[src/rtl/core/vau_pkg.sv]
// ----------------------------------------------------------------------------
// vau_pkg: shared types and constants of the vector angle unit
// Internal widths, the CORDIC arctangent table and the stage control struct.
// ----------------------------------------------------------------------------
package vau_pkg;

  localparam int COMPONENT_BITS_DEF  = 16;
  localparam int ANGLE_FRAC_BITS_DEF = 14;

  // internal component width after the input pre-shift
  localparam int COMP_W     = 16;
  localparam int PROD_W     = 2 * COMP_W;
  localparam int DOT_W      = PROD_W + 2;
  localparam int CROSS_W    = PROD_W + 1;
  localparam int CRS_W      = 64;
  localparam int DMAG_W     = 32;
  localparam int XY_W       = 36;
  localparam int Z_W        = 34;
  localparam int INNER_FRAC = 30;

  localparam int NORM_CELLS   = 5;
  localparam int SQRT_CELLS   = 32;
  localparam int CORDIC_CELLS = 30;

  localparam logic [Z_W-1:0] PI_Q30      = 34'd3373259426;
  localparam logic [Z_W-1:0] HALF_PI_Q30 = 34'd1686629713;

  // per-stage control travelling beside the data
  typedef struct packed {
    logic valid;
    logic degen;
    logic neg;
  } ctl_t;

  // round(atan(2^-i) * 2^30)
  function automatic logic signed [Z_W-1:0] atan_q30(input int i);
    logic signed [Z_W-1:0] v;
    case (i)
      0:       v = 34'sd843314857;
      1:       v = 34'sd497837829;
      2:       v = 34'sd263043837;
      3:       v = 34'sd133525159;
      4:       v = 34'sd67021687;
      5:       v = 34'sd33543516;
      6:       v = 34'sd16775851;
      7:       v = 34'sd8388437;
      8:       v = 34'sd4194283;
      9:       v = 34'sd2097149;
      10:      v = 34'sd1048576;
      default: v = 34'sd1 <<< (INNER_FRAC - i);
    endcase
    return v;
  endfunction

endpackage

[src/rtl/core/vau_cordic_cell.sv]
// ----------------------------------------------------------------------------
// vau_cordic_cell: one CORDIC vectoring iteration
// Rotate toward the x axis by atan(2^-STEP) and accumulate the angle.
// ----------------------------------------------------------------------------
module vau_cordic_cell #(
  parameter int STEP = 0
) (
  input  logic                              clk,
  input  logic                              rst_n,
  input  logic                              en,
  input  vau_pkg::ctl_t                     ctl_i,
  input  logic signed [vau_pkg::XY_W-1:0]   x_i,
  input  logic signed [vau_pkg::XY_W-1:0]   y_i,
  input  logic signed [vau_pkg::Z_W-1:0]    z_i,
  output vau_pkg::ctl_t                     ctl_o,
  output logic signed [vau_pkg::XY_W-1:0]   x_o,
  output logic signed [vau_pkg::XY_W-1:0]   y_o,
  output logic signed [vau_pkg::Z_W-1:0]    z_o
);

  localparam logic signed [vau_pkg::Z_W-1:0] ANG = vau_pkg::atan_q30(STEP);

  vau_pkg::ctl_t                     ctl_r;
  logic signed [vau_pkg::XY_W-1:0]   x_r, y_r, x_nxt, y_nxt, xs, ys;
  logic signed [vau_pkg::Z_W-1:0]    z_r, z_nxt;

  always_comb begin
    xs = x_i >>> STEP;
    ys = y_i >>> STEP;
    if (y_i > 0) begin
      x_nxt = x_i + ys;
      y_nxt = y_i - xs;
      z_nxt = z_i + ANG;
    end else begin
      x_nxt = x_i - ys;
      y_nxt = y_i + xs;
      z_nxt = z_i - ANG;
    end
  end

  always_ff @(posedge clk) begin
    if (!rst_n) begin
      ctl_r <= '0;
    end else if (en) begin
      ctl_r <= ctl_i;
    end
  end

  always_ff @(posedge clk) begin
    if (en) begin
      x_r <= x_nxt;
      y_r <= y_nxt;
      z_r <= z_nxt;
    end
  end

  assign ctl_o = ctl_r;
  assign x_o   = x_r;
  assign y_o   = y_r;
  assign z_o   = z_r;

endmodule
[config.mk]
export PLATFORM = sky130hd
export DESIGN_NAME = vau_cordic_cell
export DESIGN_NICKNAME = d
export VERILOG_FILES = /design/src/rtl/core/vau_pkg.sv /design/src/rtl/core/vau_cordic_cell.sv
export SDC_FILE = /design/constraint.sdc
export NUM_CORES = 1
export LEC_CHECK = 0
export ABC_CLOCK_PERIOD_IN_PS = 10100
export BUFFER_PORTS_ARGS = -buffer_cell sky130_fd_sc_hd__buf_2
export CAP_MARGIN = 20
export CORE_ASPECT_RATIO = 0.5
export CORE_MARGIN = 2
export CORE_UTILIZATION = 45
export CTS_CLUSTER_DIAMETER = 50
export DETAILED_ROUTE_END_ITERATION = 10
export GPL_TIMING_DRIVEN = 0
export PLACE_DENSITY = 0.67
export SLEW_MARGIN = 40
export SYNTH_ARGS = -nofsm -noshare
export SYNTH_HDL_FRONTEND = slang
export SYNTH_SLANG_ARGS = --single-unit
[constraint.sdc]
create_clock -name clk -period 10.1 [get_ports clk]
set_clock_uncertainty 0.05 [all_clocks]
set_input_delay 1.01 -clock clk [delete_from_list [all_inputs] [get_ports clk]]
set_output_delay 1.01 -clock clk [all_outputs]
set_load 0.03 [all_outputs]
* After elaboration in Yosys (flattened, before gate mapping) *
Index checks and enable logic that the tools add are counted.
Widths: inputs -> output; s select.

word-level totals
  flip-flop bits (word level) = 109
  bits of input ports = 112
  output and inout port bits = 109
  logic and storage cells = 15

cells by class
  add/subtract/negate cells = 5
  $lt $le $gt $ge = 1
  multiplexer cells = 3

operators with widths
  operator                count
  $mux 36                 2
  $sub 36x36->36          2
  $add 36x36->36          1
  $gt 36x1->1 const B     1
  $add 34x31->34 const B  1
  $mux 34                 1
  $sub 34x31->34 const B  1

* Longest topological paths before layout *
  depth in word-level cells = 2
  gate-level depth with buffers = 20
  gate-level depth less buffers = 15

* Least setup slack after synthesis *
No wires, ideal clock.

  path kind = input port to flip-flop
  start point = input port y_i[11] (netlist name)
  end point = register z_r (netlist bit z_o[31]) (data pin)
  library setup time = 0.265 ns
  arrival time = 4.914 ns
  required time = 9.785 ns
  setup slack = 4.871 ns
  cell stages on the path = 16
  path buffers = 3
  path through = nor4_1 -> nand4_1 -> nor2_1 -> a41o_1 -> buf_2 -> clkbuf_1 -> clkbuf_1 -> ha_1 -> a2111oi_0 -> o21a_1 -> o21ai_1 -> or3_1 -> a21o_1 -> a311oi_1 -> o21ai_0 -> xor2_1

on the way
  word-level cells in the longest chain between the ends = 2

ends and longest elaborated chain
  element               line                   source
  from (decl)           vau_cordic_cell.sv:13  input logic signed [vau_pkg::XY_W-1:0] y_i,
  $gt 36x1->1           vau_cordic_cell.sv:30  if (y_i > 0) begin
  $mux 34               vau_cordic_cell.sv:30
  via z_nxt, one bit    vau_cordic_cell.sv:25  logic signed [vau_pkg::Z_W-1:0] z_r, z_nxt;
  to (signal assigned)  vau_cordic_cell.sv:53  z_r <= z_nxt;
  to (decl)             vau_cordic_cell.sv:25

The timed path passes the listed nets, and every way through them passes these cells.
A chain may end at the register's enable or synchronous reset.

* Final worst setup path *
  start point = input port y_i[7] (netlist name)
  end point = register z_r (netlist bit z_o[31]) (data pin)

The elaborated chain is that of the path after synthesis.

==> flow_summary.json <==
{
  "routed_wl_um": 39400,
  "cts_buffers": 9,
  "initial_core_util_pct": 45.4,
  "clockRootBuffer": "clkbuf_16",
  "critical_path_class": "primary input to register",
  "finalInstanceArea_um2": 13300,
  "port_buffers": 220,
  "setup-violations-final": 0,
  "max_slew_margin_pct": 40.3,
  "min-delay-start": "ctl_o[2]",
  "synth_top_flop_cell": "edfxtp_1",
  "cp-start-kind": "primary input",
  "routabilityCongestion": 0.963,
  "grt_max_degree": 68,
  "arrival_ps": 6560,
  "die_x_um": 229,
  "power.total_w": 0.00180,
  "yosysTopAreaCellShare_pct": 27.8,
  "final_nets": 1823,
  "yosysTopAreaCell": "edfxtp_1",
  "antenna_found_initial": 1,
  "synth.most_common_cell": "a21oi_1",
  "area_delta_synth_final_pct": 16.7,
  "required_ps": 10180,
  "dpl_worst_slack_ps": 3320,
  "drv_cap": 0,
  "htree_num_levels": 3,
  "cts.sinks": 108,
  "p_leak_nw": 5.87,
  "hold_path.class": "register to register",
  "drc": 0,
  "tns_ps": 0,
  "p_per_area_nw_per_um2": 136,
  "synth-warning-count": 0,
  "drv_slew": 0,
  "worstMarginPinSlew_ps": 895,
  "grt_pass1_wl_um": 60000,
  "cts_hold_buf": 0,
  "outcome": "finished clean",
  "cts_tree": "done",
  "syn_inst": 1336,
  "synth_seq_cells": 108,
  "dr.pass1.iters": 5,
  "clk_latency_ps": 380,
  "ys_types": 83,
  "hold_violations": 0,
  "routedWlPerCell_um": 20.5,
  "rrSetupSlack_ps": 9450,
  "synth_area_um2": 11400,
  "rows": 41,
  "track_usage_pct": 29.2,
  "setup_ws_ps": 3620,
  "critPathMaxFanout": 18,
  "die-area_um2": 26600,
  "reg2reg_depth": 2,
  "async_flop_share_pct": 0,
  "avgSynthCellArea_um2": 8.50,
  "routed_via_density": 5.85,
  "syn-num-nets": 1589,
  "min_to": "ctl_o[2]",
  "synth_seq_area_share_pct": 28.3,
  "rsz0062_at_grt": "no",
  "num_vias": 11200,
  "layout_min_cycle_time_ps": 6480,
  "regToRegStartpoint": "ctl_o[1]",
  "grt_pass1_vias": 10500,
  "drtAntennaViolNets": 0,
  "grt_overflow_total": 0,
  "core_um2": 25000,
  "timing.rr.end": "ctl_o[1]",
  "cts_buffer_depth": 2,
  "dieHeight_um": 116,
  "yosys-top-cells-count": "143 x a21oi_1, 137 x ha_1, 113 x inv_1",
  "cts-resized-gates": 0,
  "maxClockFrequency_mhz": 154,
  "whs_path_depth": 2,
  "drive_gt1_share_pct": 17.8,
  "placed_area_um2": 13000,
  "clkTransAtPathRegs_ps": 70,
  "peakVddDrop_mv": 0.0916,
  "end_kind": "register",
  "synth_enable_flop_cells": 105,
  "initialDrtViolationCount": 1102,
  "cts_setup_buffers": 0,
  "synthTopCellsByArea": "edfxtp_1 28%, ha_1 15%, a21oi_1 6.3%, xnor2_1 6.1%, o21ai_0 4.1%",
  "dp_hpwl_um": 31400,
  "utilization_pct": 53.0,
  "fin_crit_sh_pct": 64.1,
  "ioPinCount": 221
}
metal layers:
metal,wire length [µm],share of wire (%),track usage (%),vias up
met2,17300,44,46.3,468
met1,18200,46,40.7,5389
met5,0,0,0,-
met4,1020,2.6,8.98,0
met3,2850,7.2,5.64,68
li1,-,-,-,5306
critical path, cell delays in order:
cell,delay [ps]
buf_2,140
nor4_1,450
nand4_1,150
nor2_1,300
a41o_1,210
buf_2,230
inv_1,140
clkbuf_1,330
clkbuf_1,490
buf_2,420
buf_16,230
ha_1,240
a2111oi_0,390
o21a_1,230
o21ai_1,130
or3_1,400
a21o_1,240
a311oi_1,440
o21ai_0,180
xor2_1,160
cell families (layout without fill, tap and decap cells):
kind of cell	after synthesis	count (layout)	share of synthesized area (%)
xor+xnor	100	100	7.72
simple gates	345	345	14.6
compound gates	453	453	26.3
other cells	0	1	0
mux	15	15	1.33
flops	108	108	28.3
fa+ha+maj	141	141	15.8
buf+inv	174	413	5.93
sequential cells by signal, indices dropped and copies added (netlist names):
register	flops
y_o	35
ctl_o	3
z_o	34
x_o	36
through the flow:
| stage | instances | hold slack [ps] |
|---|---|---|
| floorplan | 1336 | 590 |
| global route | 1920 | 498 |
| finish | 1920 | 467 |
| CTS | 1919 | 469 |
| global placement | 1900 | 444 |
| detailed placement | 1903 | 449 |
worst max path at each step:
stage | start | slack, ps | to
floorplan | y_i[11] | 4870 | z_o[31]
global placement | y_i[19] | 2350 | z_o[31]
detailed placement | y_i[7] | 3320 | z_o[31]
CTS | y_i[7] | 3730 | z_o[31]
global route | y_i[7] | 3220 | z_o[30]
finish | y_i[7] | 3620 | z_o[31]
report_power, final:
group	leakage, nW	switching, W	internal [W]
Sequential	1.05	0.0000196	0.000593
Clock	0.126	0.000184	0.000170
Combinational	4.69	0.000556	0.000274
cell usage in the layout, fill, tap and decap left out, types with 30 or more instances in the layout:
master    synthesis  routed
a21o_1           38      38
a21oi_1         143     143
buf_2             6     226
clkbuf_1         40      37
edfxtp_1        105     105
ha_1            137     137
inv_1           113     113
nand2_1          79      79
nor2_1          108     108
o21ai_0          93      93
o21bai_1         30      30
xnor2_1          79      79
final cells by class:
type | instances | area, µm²
multi-input cells | 1054 | 7470
flip-flops and latches | 108 | 3210
inverters | 116 | 435
repair buffers | 223 | 1170
clock buffers | 10 | 229
well taps | 344 | 430
plain buffers | 58 | 245
fillers | 2399 | 11700
clock inverters | 6 | 48.8
diodes | 1 | 2.50
Note: power is estimated with default switching activity, not from simulation.
