`src/rtl/core/vau_pkg.sv`:
```
// ----------------------------------------------------------------------------
// vau_pkg: shared types and constants of the vector angle unit
// Internal widths, the CORDIC arctangent table and the stage control struct.
// ----------------------------------------------------------------------------
package vau_pkg;

  localparam int COMPONENT_BITS_DEF  = 16;
  localparam int ANGLE_FRAC_BITS_DEF = 14;

  // internal component width after the input pre-shift
  localparam int COMP_W     = 16;
  localparam int PROD_W     = 2 * COMP_W;
  localparam int DOT_W      = PROD_W + 2;
  localparam int CROSS_W    = PROD_W + 1;
  localparam int CRS_W      = 64;
  localparam int DMAG_W     = 32;
  localparam int XY_W       = 36;
  localparam int Z_W        = 34;
  localparam int INNER_FRAC = 30;

  localparam int NORM_CELLS   = 5;
  localparam int SQRT_CELLS   = 32;
  localparam int CORDIC_CELLS = 30;

  localparam logic [Z_W-1:0] PI_Q30      = 34'd3373259426;
  localparam logic [Z_W-1:0] HALF_PI_Q30 = 34'd1686629713;

  // per-stage control travelling beside the data
  typedef struct packed {
    logic valid;
    logic degen;
    logic neg;
  } ctl_t;

  // round(atan(2^-i) * 2^30)
  function automatic logic signed [Z_W-1:0] atan_q30(input int i);
    logic signed [Z_W-1:0] v;
    case (i)
      0:       v = 34'sd843314857;
      1:       v = 34'sd497837829;
      2:       v = 34'sd263043837;
      3:       v = 34'sd133525159;
      4:       v = 34'sd67021687;
      5:       v = 34'sd33543516;
      6:       v = 34'sd16775851;
      7:       v = 34'sd8388437;
      8:       v = 34'sd4194283;
      9:       v = 34'sd2097149;
      10:      v = 34'sd1048576;
      default: v = 34'sd1 <<< (INNER_FRAC - i);
    endcase
    return v;
  endfunction

endpackage

```
`src/rtl/core/vau_norm_cell.sv`:
```
// ----------------------------------------------------------------------------
// vau_norm_cell: one normalization step
// Scale the squared cross length by 4^SHIFT and the dot magnitude by 2^SHIFT
// when both stay below their limits.
// ----------------------------------------------------------------------------
module vau_norm_cell #(
  parameter int SHIFT = 1
) (
  input  logic                          clk,
  input  logic                          rst_n,
  input  logic                          en,
  input  vau_pkg::ctl_t                 ctl_i,
  input  logic [vau_pkg::CRS_W-1:0]     crs_i,
  input  logic [vau_pkg::DMAG_W-1:0]    dmag_i,
  output vau_pkg::ctl_t                 ctl_o,
  output logic [vau_pkg::CRS_W-1:0]     crs_o,
  output logic [vau_pkg::DMAG_W-1:0]    dmag_o
);

  vau_pkg::ctl_t                 ctl_r;
  logic [vau_pkg::CRS_W-1:0]     crs_r, crs_nxt;
  logic [vau_pkg::DMAG_W-1:0]    dmag_r, dmag_nxt;
  logic                          go;

  always_comb begin
    go = ((crs_i >> (62 - 2 * SHIFT)) == '0) && ((dmag_i >> (32 - SHIFT)) == '0);
    crs_nxt  = go ? (crs_i << (2 * SHIFT)) : crs_i;
    dmag_nxt = go ? (dmag_i << SHIFT) : dmag_i;
  end

  always_ff @(posedge clk) begin
    if (!rst_n) begin
      ctl_r <= '0;
    end else if (en) begin
      ctl_r <= ctl_i;
    end
  end

  always_ff @(posedge clk) begin
    if (en) begin
      crs_r  <= crs_nxt;
      dmag_r <= dmag_nxt;
    end
  end

  assign ctl_o  = ctl_r;
  assign crs_o  = crs_r;
  assign dmag_o = dmag_r;

endmodule

```
`config.mk`:
```
export PLATFORM = sky130hd
export DESIGN_NAME = vau_norm_cell
export DESIGN_NICKNAME = d
export VERILOG_FILES = /design/src/rtl/core/vau_pkg.sv /design/src/rtl/core/vau_norm_cell.sv
export SDC_FILE = /design/constraint.sdc
export NUM_CORES = 1
export LEC_CHECK = 0
export BUFFER_PORTS_ARGS = -buffer_cell sky130_fd_sc_hd__buf_2
export CAP_MARGIN = 25
export CORE_MARGIN = 4
export CORE_UTILIZATION = 51
export CTS_BUF_LIST = sky130_fd_sc_hd__clkbuf_8
export CTS_CLUSTER_DIAMETER = 150
export CTS_CLUSTER_SIZE = 8
export DETAILED_ROUTE_END_ITERATION = 6
export PLACE_DENSITY = 0.87
export SLEW_MARGIN = 5
export SYNTH_ARGS = -nofsm -noshare
export SYNTH_HDL_FRONTEND = slang
export SYNTH_SLANG_ARGS = --single-unit
```
`constraint.sdc`:
```
create_clock -name clk -period 2.9 [get_ports clk]
set_input_delay 0.29 -clock clk [delete_from_list [all_inputs] [get_ports clk]]
set_output_delay 0.29 -clock clk [all_outputs]
set_load 0.01 [all_outputs]
```
* Word level (Yosys, flattened, before mapping)
Cells that the tools add are included.
** Operators by class
- Multiplexer cells :: 2
- Reductions and logical operators :: 3
** Operators with widths (number)
- $logic_not A64 Y1 :: 1
- $mux W64 :: 1
- $logic_not A32 Y1 :: 1
- $mux W32 :: 1
- $logic_and A1 B1 Y1 :: 1
** Storage, ports and cells
- Register bits :: 99
- Input bits :: 102
- Logic and storage cells :: 12

* Longest topological paths before layout
- Depth after elaboration :: 3
- Mapped depth :: 5
- Gate-level depth less buffers :: 3

* Least setup slack after synthesis
Ideal clock, no wire load.
- Kind :: input-to-reg
- Start point :: input port crs_i[60] (netlist name)
- End point :: register crs_r (netlist bit crs_o[34]) (data pin)
- Arrival :: 1.548 ns
- Slack :: 1.090 ns
- Stages :: 5
- Path buffers :: 2
- Path through :: or4_4 > nor2_4 > buf_6 > buf_6 > mux2_1
** Between the ends
- Cells in the longest elaborated chain, start to end :: 3
** RTL lines
- start, declared :: RTL line vau_norm_cell.sv:13 : input logic [vau_pkg::CRS_W-1:0] crs_i,
- $logic_not A64 Y1 :: RTL line vau_norm_cell.sv:26 : go = ((crs_i >> (62 - 2 * SHIFT)) == '0) && ((dmag_i >> (32 - SHIFT)) == '0);
- $logic_and A1 B1 Y1 :: RTL line vau_norm_cell.sv:26
- $mux W64 :: RTL line vau_norm_cell.sv:27 : crs_nxt = go ? (crs_i << (2 * SHIFT)) : crs_i;
- net crs_nxt (one bit) :: RTL line vau_norm_cell.sv:21 : logic [vau_pkg::CRS_W-1:0] crs_r, crs_nxt;
- end signal, assigned :: RTL line vau_norm_cell.sv:41 : crs_r <= crs_nxt;
- end, declared :: RTL line vau_norm_cell.sv:21
The timed path passes the listed nets, and every way through them passes these cells.
A chain may end at the register's enable or synchronous reset.

* Worst setup path in the final report
- Start point :: input port crs_i[60] (netlist name)
- End point :: register crs_r (netlist bit crs_o[18]) (data pin)
Same word-level chain as after synthesis.

==> results by stage <==
Placed design:
- The placer's final routability congestion estimate is roughly 0.8.
- Input and output buffers added on the ports amount to 200.
- Prior to clock tree synthesis, the placed netlist has a worst setup slack of roughly 0.66 ns.

Pwr:
- The sum of internal, switching and leakage power is approximately 3.0 mW.
- The net switching component of the power is about 0.67 mW.
- Per report_power, the combinational group accounts for approximately 13% of the total.
- The total internal power is 2.36 mW.
- For this design the ratio of total power to cell area is 558 nW/um^2.
- The maximum VDD drop is 0.364 mV.
- Net switching is between 20% and 30% of the power.
- The clock network is responsible for a little under a third of the overall power.
- Summed over all cells, the static leakage comes to 2.28 nW.
- Sequential cells burn 57.0% of the power.

Worst hold path:
- The class of the tightest hold or removal check is input pin to register.
- The endpoint of the worst hold path is crs_o[62].
- Along the worst hold path, the cell count comes to 1.
- The worst min-delay path startpoint is crs_i[62].

STA:
- Setup repair after global routing left no endpoint under its margin.
- The hold violation count in the final report is 0.
- On the final layout, the worst clock skew is 0 ns.
- In this run the tightest slew margin relative to its limit is approximately half.
- Counting I/O delays and the setup requirement, the final critical path takes roughly 1.9 ns.
- Setup violations remaining at the end of the flow were counted as 0.
- The actual transition at the worst max-transition pin is approximately 0.76 ns.
- The total negative slack for setup checks is 0 ns.
- The worst hold margin is roughly 0.13 ns.
- The final worst-path cycle share is ~65%.
- The number of slew-limit violations in the final report is 0.
- The maximum clock frequency is about 530 MHz.
- In the post-route analysis, the smallest setup slack over all paths is approximately 1.0 ns.

CTS:
- The cell sitting at the root of the clock tree is a sky130_fd_sc_hd__clkbuf_8.
- After clock tree synthesis, the flow added hold-fix buffers numbering 0.
- The CTS buffer count is 9.
- At the later pin of the worst-skew pair, clock insertion delay measures ~0.35 ns.
- After clock tree synthesis, the clock-pin slew on the worst setup and hold paths is 0.10 ns.
- The number of instances resized during post-cts repair is 0.
- The clock sink count is roughly 100.
- The clock tree from TritonCTS is done.
- The longest clock path from root to sink contains 2 buffers.
- The number of buffers added for setup after CTS is 0.
- In this run the number of H-tree levels came out at 3.

Yosys:
- The post-synthesis register bit count is between 90 and 100.
- Synthesis instantiated 12 different standard cells from the library.
- The instance count of the mapped netlist is roughly 210.
- Summing every instance area after synthesis gives about 4200 um^2.
- The average cell area after synthesis is approximately 20 um^2.
- The post-synth net total is 315.
- The number of warnings reported in the yosys synthesis log is 0.
- The sequential fraction of the synthesis area is between 70% and 80%.

Drt:
- For this block, the routed nets add up to 9360 um of wire.
- The first-pass detailed-route iteration total is 4.
- The number of vias per cell is slightly below 5.
- The routed layout has approximately 2600 vias.
- The detail route stage leaves a number of antenna-violating nets equal to 0.
- In the routed design, unresolved DRC markers number 0.
- The mean routed wirelength per cell is 17.9 um.
- After the first detailed-routing iteration, the DRC count stood at 44.

Worst setup path:
- For the worst flop-to-flop path, the logic depth is 2.
- The worst register-to-register path ends at ctl_o[1].
- The worst register-to-register path begins at ctl_o[1].
- Among all stages on the critical path, the largest delay is contributed by sky130_fd_sc_hd__or4_4.
- The critical path class is input pin to register.
- In this run the worst path has a maximum fanout of 45.
- STA puts the critical path data required time at 3.00 ns.
- The signal on the critical path passes through buf_2 > or4_4 > nor2_4 > buf_4 > mux2_2.
- In this run the register-to-register setup slack is between 2 and 2.5 ns.
- The highest cell delay on the worst timing path is roughly 0.54 ns.
- The sort of element at the end of the critical path is a register.
- STA puts the critical path data arrival time at 1.98 ns.
- The element type at the critical path start is an input pin.

Die:
- The overall die width is just under 100 um.
- The y dimension of the die is 98.3 um.
- After floorplanning, the core was divided into 32 placement rows.
- The full die area is slightly below 10000 um^2.
- The initial utilization of the core area, before any placement, comes to 53.2%.
- In this run the standard cell core region covers just under 8000 um^2.
- The number of I/O pins is ~200.

Finish:
- The footprint of the flip-flops and latches is 2940 um^2.
- The number of diodes is 0.
- In the final layout, the multi-input gates occupy roughly 1100 um^2.
- The fill cell total of the finished layout is around 590.
- The core utilization of the finished layout is a little over two thirds.
- Of the cells placed in the final design, the portion with a size suffix greater than 1 is around 60%.
- For this run, the post-layout net count is between 500 and 600.
- The layout overhead on the synthesized area is 30.8%.

GRT:
- The first global-routing pass estimated approximately 14000 um of wire.
- The number of antenna violations at the first check in global routing is 0.
- The maximum number of pins on one net before global-route repair is just under 60.
- The total overflow left after global routing is 0.
- Global routing used 19.4% of the available tracks across all layers.
- The via count of the first global-routing pass is 2758.

Job:
- The tool flagged a number of max-cap violations equal to 0.

Outcome:
- The flow ran to the end, and the final reports show no timing, DRC or antenna violations.
==> synthesized netlist by cell type <==
library cell	instances	share of area (%)
sky130_fd_sc_hd__buf_6	7	1.9
sky130_fd_sc_hd__buf_4	3	0.54
sky130_fd_sc_hd__nor2_4	1	0.27
sky130_fd_sc_hd__mux2i_1	3	0.72
sky130_fd_sc_hd__edfxtp_1	96	69
sky130_fd_sc_hd__or4_4	1	0.27
sky130_fd_sc_hd__dfxtp_1	3	1.4
sky130_fd_sc_hd__nor2b_1	6	0.90
sky130_fd_sc_hd__clkbuf_1	2	0.18
sky130_fd_sc_hd__a21o_1	3	0.54
sky130_fd_sc_hd__mux2_1	54	15
sky130_fd_sc_hd__mux2_2	34	9.2
==> cell usage in the layout (no fill, tap or decap), drive strengths merged <==
cell,n
buf,203
edfxtp,96
mux2,88
clkbuf,9
nor2b,6
inv,4
a21o,3
mux2i,3
dfxtp,3
bufinv,2
or4,1
nor2,1
clkinv,1
==> worst max-delay path: cells and delay by family <==
family | cells | cell delay (ns)
multiplexers | 1 | 0.40
buffers and inverters | 2 | 0.60
AND/OR/NAND/NOR | 2 | 0.67
==> worst max-delay path by stage <==
stage / start / to / slack [ns] / depth (start not counted)
final: crs_i[60] / crs_o[18] / 1.02 / 5
after global routing: crs_i[60] / crs_o[19] / 1.00 / 5
after detailed placement: crs_i[60] / crs_o[18] / 0.66 / 5
after CTS: crs_i[60] / crs_o[18] / 1.04 / 5
after floorplan: crs_i[60] / crs_o[34] / 1.09 / 5
after global placement: crs_i[60] / crs_o[24] / 0.69 / 5
==> stage by stage <==
step                      cells  area, um^2
final                       522        5430
after global routing        522        5430
after CTS                   522        5430
after detailed placement    506        5230
after global placement      506        5230
after floorplan             213        4160
==> power groups by stage <==
stage	logic [mW]	clock network (mW)	registers (mW)
after floorplan	0.0768	0	1.83
after CTS	0.384	0.952	1.73
after global placement	0.371	0	1.76
after global routing	0.409	1.01	1.74
final	0.378	0.925	1.73
after detailed placement	0.383	0	1.76
==> sequential cells by signal, indices dropped and copies added, names as in the netlist <==
name    cells
crs_o      64
dmag_o     32
ctl_o       3
==> layer usage <==
layer,wire length [um],global-route usage (%),up-vias
li1,-,-,1242
met1,3360,20.9,1230
met2,5100,35.0,106
met3,751,6.57,10
met4,144,7.67,0
met5,0,0,-
==> final cells by class <==
cell class	count	share of cell area, %
Multi-Input combinational cell	102	20.3
Tap cell	102	2.35
Sequential cell	99	54.2
Clock inverter	7	1.57
Clock buffer	9	2.28
Timing Repair Buffer	203	19.3
==> kinds of logic (layout without fill, tap and decap cells) <==
| family | count (synthesis) | in the layout | share of synthesized area [%] |
|---|---|---|---|
| AOI/OAI and AO/OA | 3 | 3 | 0.542 |
| DFF | 99 | 99 | 70.8 |
| muxes | 91 | 91 | 24.6 |
| and+or+nand+nor | 8 | 8 | 1.45 |
| buffers and inverters | 12 | 219 | 2.62 |
Power figures use the tool's default switching activity.
