File: config.mk
export PLATFORM = sky130hd
export DESIGN_NAME = vau_sqrt_cell
export DESIGN_NICKNAME = d
export VERILOG_FILES = /design/src/rtl/core/vau_pkg.sv /design/src/rtl/core/vau_sqrt_cell.sv
export SDC_FILE = /design/constraint.sdc
export NUM_CORES = 1
export LEC_CHECK = 0
export BUFFER_PORTS_ARGS = -buffer_cell sky130_fd_sc_hd__buf_2
export CORE_MARGIN = 2
export CORE_UTILIZATION = 40
export CTS_CLUSTER_DIAMETER = 60
export DETAILED_ROUTE_END_ITERATION = 8
export PLACE_DENSITY = 0.65
export SYNTH_ARGS = -nofsm -noshare
export SYNTH_HDL_FRONTEND = slang
export SYNTH_SLANG_ARGS = --single-unit
File: constraint.sdc
create_clock -name clk -period 4.6 [get_ports clk]
set_input_delay 0.46 -clock clk [delete_from_list [all_inputs] [get_ports clk]]
set_output_delay 0.46 -clock clk [all_outputs]
set_load 0.1 [all_outputs]
File: src/rtl/core/vau_pkg.sv
// ----------------------------------------------------------------------------
// vau_pkg: shared types and constants of the vector angle unit
// Internal widths, the CORDIC arctangent table and the stage control struct.
// ----------------------------------------------------------------------------
package vau_pkg;

  localparam int COMPONENT_BITS_DEF  = 16;
  localparam int ANGLE_FRAC_BITS_DEF = 14;

  // internal component width after the input pre-shift
  localparam int COMP_W     = 16;
  localparam int PROD_W     = 2 * COMP_W;
  localparam int DOT_W      = PROD_W + 2;
  localparam int CROSS_W    = PROD_W + 1;
  localparam int CRS_W      = 64;
  localparam int DMAG_W     = 32;
  localparam int XY_W       = 36;
  localparam int Z_W        = 34;
  localparam int INNER_FRAC = 30;

  localparam int NORM_CELLS   = 5;
  localparam int SQRT_CELLS   = 32;
  localparam int CORDIC_CELLS = 30;

  localparam logic [Z_W-1:0] PI_Q30      = 34'd3373259426;
  localparam logic [Z_W-1:0] HALF_PI_Q30 = 34'd1686629713;

  // per-stage control travelling beside the data
  typedef struct packed {
    logic valid;
    logic degen;
    logic neg;
  } ctl_t;

  // round(atan(2^-i) * 2^30)
  function automatic logic signed [Z_W-1:0] atan_q30(input int i);
    logic signed [Z_W-1:0] v;
    case (i)
      0:       v = 34'sd843314857;
      1:       v = 34'sd497837829;
      2:       v = 34'sd263043837;
      3:       v = 34'sd133525159;
      4:       v = 34'sd67021687;
      5:       v = 34'sd33543516;
      6:       v = 34'sd16775851;
      7:       v = 34'sd8388437;
      8:       v = 34'sd4194283;
      9:       v = 34'sd2097149;
      10:      v = 34'sd1048576;
      default: v = 34'sd1 <<< (INNER_FRAC - i);
    endcase
    return v;
  endfunction

endpackage

File: src/rtl/core/vau_sqrt_cell.sv
// ----------------------------------------------------------------------------
// vau_sqrt_cell: one digit of the integer square root
// Try the root bit 2^(31-STEP); subtract and set it when the remainder allows.
// ----------------------------------------------------------------------------
module vau_sqrt_cell #(
  parameter int STEP = 0
) (
  input  logic                          clk,
  input  logic                          rst_n,
  input  logic                          en,
  input  vau_pkg::ctl_t                 ctl_i,
  input  logic [vau_pkg::CRS_W-1:0]     rem_i,
  input  logic [vau_pkg::CRS_W-1:0]     root_i,
  input  logic [vau_pkg::DMAG_W-1:0]    dmag_i,
  output vau_pkg::ctl_t                 ctl_o,
  output logic [vau_pkg::CRS_W-1:0]     rem_o,
  output logic [vau_pkg::CRS_W-1:0]     root_o,
  output logic [vau_pkg::DMAG_W-1:0]    dmag_o
);

  localparam logic [vau_pkg::CRS_W-1:0] BIT = 64'd1 << (62 - 2 * STEP);

  vau_pkg::ctl_t                 ctl_r;
  logic [vau_pkg::CRS_W-1:0]     rem_r, rem_nxt, root_r, root_nxt, trial;
  logic [vau_pkg::DMAG_W-1:0]    dmag_r;

  always_comb begin
    trial = root_i + BIT;
    if (rem_i >= trial) begin
      rem_nxt  = rem_i - trial;
      root_nxt = (root_i >> 1) + BIT;
    end else begin
      rem_nxt  = rem_i;
      root_nxt = root_i >> 1;
    end
  end

  always_ff @(posedge clk) begin
    if (!rst_n) begin
      ctl_r <= '0;
    end else if (en) begin
      ctl_r <= ctl_i;
    end
  end

  always_ff @(posedge clk) begin
    if (en) begin
      rem_r  <= rem_nxt;
      root_r <= root_nxt;
      dmag_r <= dmag_i;
    end
  end

  assign ctl_o  = ctl_r;
  assign rem_o  = rem_r;
  assign root_o = root_r;
  assign dmag_o = dmag_r;

endmodule

=== After elaboration in Yosys (flattened, before gate mapping) ===
Index checks and enable logic that the tools add are counted.

* Register bits after elaboration: 163
* Latch bits: 0
* RAM bits: 0
* ROM bits: 0
* Bits of input ports: 166
* Output and inout port bits: 163
* Logic and storage cells: 13
* Memories kept: 0

* Add/sub/neg operators: 3
* Multipliers: 0
* Divide/modulo/power cells: 0
* Order comparisons: 1
* Equality and inequality tests: 0
* Shifts and indexed selects: 0
* Mux-type cells: 2
* Bitwise logic cells: 0
* Reduce and logical (&&, ||, !) cells: 0

{| class="wikitable"
|+ Operators with widths
! cell !! count
|-
| adder 63 x 63 -> 64 bit (second input constant) || 1
|-
| adder 64 x 63 -> 64 bit (second input constant) || 1
|-
| >= comparator 64 bit || 1
|-
| two-way mux 64 bit || 1
|-
| subtractor 64 bit || 1
|-
| two-way mux 63 bit || 1
|}

=== Logic depth before layout (Yosys ltp) ===
* Depth in word-level cells: 3
* Mapped depth: 14
* Gate-level depth less buffers: 12

=== Least setup slack after synthesis ===
OpenSTA, ideal clock, no wires.

* Kind: input to register
* Start point: in rem_i[0] (netlist bit)
* End point: reg rem_r, in the netlist rem_o[63] (data pin)
* Arrival: 2664 ps
* Path slack: 1670 ps
* Stages on the path: 13
* Buffers on the path: 1
* Cell sequence: inv_1 -> ha_1 -> fa_1 -> nand2b_1 -> a21oi_1 -> o211ai_1 -> nand3_1 -> a21oi_1 -> or3_1 -> nand2_2 -> buf_4 -> mux2i_1 -> nand3_1

* Cells in the longest elaborated chain, start to end: 2

{| class="wikitable"
|+ Ends and longest elaborated chain
! what !! line !! RTL
|-
| start: declaration || vau_sqrt_cell.sv:12 || <nowiki>input logic [vau_pkg::CRS_W-1:0] rem_i,</nowiki>
|-
| subtractor 64 bit / >= comparator 64 bit (equally long branches) || vau_sqrt_cell.sv:30, vau_sqrt_cell.sv:29 ||
|-
| two-way mux 64 bit (*) || vau_sqrt_cell.sv:29 || <nowiki>if (rem_i >= trial) begin</nowiki>
|-
| via rem_nxt, one bit || vau_sqrt_cell.sv:24 || <nowiki>logic [vau_pkg::CRS_W-1:0] rem_r, rem_nxt, root_r, root_nxt, trial;</nowiki>
|-
| end signal: assignment || vau_sqrt_cell.sv:48 || <nowiki>rem_r <= rem_nxt;</nowiki>
|-
| end: declaration || vau_sqrt_cell.sv:24 ||
|}

Mark *: on every way through the listed nets, which the timed path passes. The rest lies on a longest branch.
A chain may end at the register's enable or synchronous reset.

=== Worst setup path in the final report ===
* Start point: in rem_i[0] (netlist bit)
* End point: reg rem_r, in the netlist rem_o[24] (data pin)

Same word-level chain as after synthesis.

==> results.json <==
{
  "yosys_warnings": 0,
  "cp-end-kind": "register",
  "wl_per_cell_um": 17.7,
  "switching_share_pct": 46.0,
  "p_switching_mw": 2.58,
  "synth_compound_gate_area_share_pct": 18.3,
  "synth.mux.area_fraction_pct": 0.688,
  "crit_path_start": "rem_i[0]",
  "reg2reg_depth": 2,
  "finalHoldWorstSlack_ns": 0.194,
  "synth.avg_cell_area_um2": 9.87,
  "r2r-end": "ctl_o[2]$_SDFFE_PN0P_",
  "layout.nets": 1569,
  "cp_slowest_stage_delay_ns": 0.65,
  "yosysSeqAreaShare_pct": 47.7,
  "slew-limit-headroom_pct": 43.8,
  "cp_slowest_cell": "nand2_2",
  "p_seq_share_pct": 33.5,
  "p_leak_nw": 5.57,
  "clk_latency_ns": 0.44,
  "powerDensity_nw_per_um2": 443,
  "cts_sinks": 163,
  "dieArea_um2": 26800,
  "yosys.area.top_type": "edfxtp_1",
  "yosys.area_share.adder_pct": 8.06,
  "cts_tree": "yes",
  "yosys.area_share.simple_pct": 15.3,
  "critPathMostFrequentCell": "a21oi_1",
  "port_buffers": 328,
  "crit_chain": "buf_2, inv_1, ha_1, fa_1, nand2b_1, a21oi_1, o211ai_1, nand3_1, a21oi_1, or3_1, nand2_2, buf_4, a21oi_1",
  "r2r_slack_ns": 4.00,
  "numCtsBuffers": 17,
  "synth-async-reset-ratio_pct": 0,
  "syn_nets": 1263,
  "min_path_type": "input pin to register",
  "cts.path.max_buffers": 2,
  "grt_max_degree": 89,
  "synth_top_family_by_area": "compound AO/OA/AOI/OAI gates",
  "cp_max_fo": 41,
  "syn-instance-count": 1032,
  "grt_overflow": 0,
  "syn_to_final_growth_pct": 23.9,
  "internal_power_mw": 3.02,
  "fin_crit_ns": 3.60,
  "synth_cell_types": 71,
  "cp_top_family": "simple AND/OR/NAND/NOR gates",
  "die_h_um": 164,
  "fill_cells": 2392,
  "vias_per_cell": 5.28,
  "dr.pass1.iters": 5,
  "track_usage_pct": 21.9,
  "vias": 8888,
  "postCtsSetupBuffers": 0,
  "drc": 0,
  "clkPwrFrac_pct": 25.8,
  "fmax_mhz": 277,
  "tightest_slew_ns": 0.840,
  "critPathRequiredTime_ns": 4.78,
  "fin_setup_tns_ns": 0,
  "postPlaceCellArea_um2": 12000,
  "initial_core_util_pct": 40.6,
  "crit_cells": 13,
  "drt-total-wl_mm": 29.8,
  "worst_slack_ns": 0.996,
  "cts_hold_buf": 0,
  "final_core_util_pct": 50.3,
  "rsz0062_at_grt": "false",
  "htree_levels": 4,
  "hold_violations": 0,
  "synth-edff-count": 160,
  "setup_viol": 0,
  "fin_skew_ns": 0,
  "fin_crit_sh_pct": 78.3,
  "drtAntennaViolNets": 0,
  "die_x_um": 164,
  "netlist.area_leader.share_pct": 47.2,
  "synth_xor_area_share_pct": 4.30,
  "crit_buf_inv": 3,
  "synth-seq-cells": 163,
  "worstSetupEndpoint": "rem_o[24]$_DFFE_PP_",
  "worstPathArrival_ns": 3.78,
  "post-dp-hpwl_mm": 23.3,
  "postLayoutCellArea_um2": 12600,
  "status": "finished, final reports clean",
  "place_ws_ns": 0.565,
  "cts.clk_slew.worst_paths_ns": 0.08,
  "yosys-top-cells-area": "edfxtp_1, ha_1, a21oi_1, nor2_1, nand2_1",
  "drtIter0Drc": 821,
  "startpoint_type": "input pin",
  "cts_resized": 0,
  "ys.flop_type": "edfxtp_1",
  "irDropWorstVdd_mv": 0.216,
  "io_pins": 329,
  "syn_area_um2": 10200,
  "core_um2": 25100,
  "r2r_start": "ctl_o[2]$_SDFFE_PN0P_",
  "drive_gt1_share_pct": 28.8,
  "drv_cap": 0,
  "gp_congestion": 0.903,
  "grt_pass1_wl_mm": 45.5,
  "drv_slew": 0,
  "first_global_vias": 8567,
  "critPathKind": "input pin to register",
  "cts-root-buf": "clkbuf_16",
  "rows": 58,
  "pwr-share-comb_pct": 40.7,
  "antenna_found_initial": 3
}
[registers in the layout (all words and copies together) (netlist names)]
| register | flops |
|---|---|
| root_o | 64 |
| ctl_o | 3 |
| dmag_o | 32 |
| rem_o | 64 |
[through the flow]
| stage | power [mW] | cells |
|---|---|---|
| after floorplan | 3.74 | 1032 |
| after global placement | 4.17 | 1649 |
| after detailed placement | 4.18 | 1649 |
| after CTS | 5.63 | 1681 |
| after global routing | 5.83 | 1682 |
| final | 5.60 | 1684 |
[placed cells by master (no fill, tap or decap), types with 12 or more instances in the layout]
cell	netlist	final
o21ai_1	14	14
a21o_1	25	25
nand4_1	28	28
buf_2	31	327
o21bai_1	12	12
nor2_1	90	90
clkbuf_16	0	17
o21ai_0	52	52
inv_1	82	82
ha_1	64	64
xor2_1	26	26
edfxtp_1	160	160
a211oi_1	12	12
nand2_1	89	89
a21oi_1	123	123
nand3_1	17	17
nor3_1	21	21
nor2b_1	12	12
xnor2_1	24	24
[cell families (layout without fill, tap and decap cells)]
kind of cell | Yosys count | after routing
other | 0 | 3
xor gates and xnor gates | 50 | 50
DFF | 163 | 163
adders and majority gates | 65 | 65
AOI/OAI and AO/OA | 303 | 303
buffers and inverters | 127 | 446
muxes | 7 | 7
and+or+nand+nor | 317 | 317
[layer usage]
layer	part of all wire [%]	track usage [%]
met4	1.6	6.10
met2	46	35.4
met1	44	29.9
met5	0.047	0
met3	8.1	4.67
[worst reg2reg max path, delay by kind of cell (launching register included)]
family / cells / cell delay, ns
flops: 1 / 0.31
mux: 1 / 0.12
simple gates: 1 / 0.06
[synthesized netlist by cell type (4+ instances only)]
cell,n
nor3b_1,4
buf_2,31
a211oi_1,12
xor2_1,26
or3_1,4
or2_2,6
xnor2_1,24
nor2_1,90
and2_1,8
ha_1,64
a21boi_0,4
nand4_1,28
nand3_1,17
a31oi_1,5
nor3_1,21
o21a_1,8
mux2i_1,7
and4_1,5
and3_1,10
buf_4,9
a21oi_1,123
o31ai_1,9
o21bai_1,12
nand2b_1,5
nor2b_1,12
o211ai_1,5
o21ai_0,52
nand2_1,89
o21ai_1,14
edfxtp_1,160
inv_1,82
a21o_1,25
[power groups by stage]
stage / Sequential [mW] / Combinational, mW / Clock [mW]
3_3_place_gp: 1.91 / 2.26 / 0
2_1_floorplan: 3.09 / 0.654 / 0
4_1_cts: 1.88 / 2.28 / 1.47
6_report: 1.88 / 2.28 / 1.44
3_5_place_dp: 1.91 / 2.27 / 0
5_1_grt: 1.89 / 2.41 / 1.53
[layout make-up]
| class | instances | area (µm²) | area share (%) |
|---|---|---|---|
| antenna | 3 | 7.51 | 0.0594 |
| clock buffer | 17 | 425 | 3.37 |
| clock inverter | 15 | 158 | 1.25 |
| inverter | 82 | 308 | 2.44 |
| multi-input combinational | 742 | 4750 | 37.6 |
| sequential | 163 | 4860 | 38.5 |
| tap | 330 | 413 | 3.27 |
| timing repair buffer | 332 | 1700 | 13.5 |
[worst min path at each step]
stage	endpoint	slack [ns]	startpoint	depth (start not counted)
2_1_floorplan	dmag_o[0]$_DFFE_PP_	0.56	dmag_i[0]	0
3_3_place_gp	ctl_o[2]$_SDFFE_PN0P_	0.50	ctl_o[2]$_SDFFE_PN0P_	2
3_5_place_dp	ctl_o[1]$_SDFFE_PN0P_	0.51	ctl_o[1]$_SDFFE_PN0P_	2
4_1_cts	dmag_o[2]$_DFFE_PP_	0.17	dmag_i[2]	1
5_1_grt	dmag_o[19]$_DFFE_PP_	0.17	dmag_i[19]	1
6_report	dmag_o[29]$_DFFE_PP_	0.19	dmag_i[29]	1
Note: power is estimated with default switching activity, not from simulation.
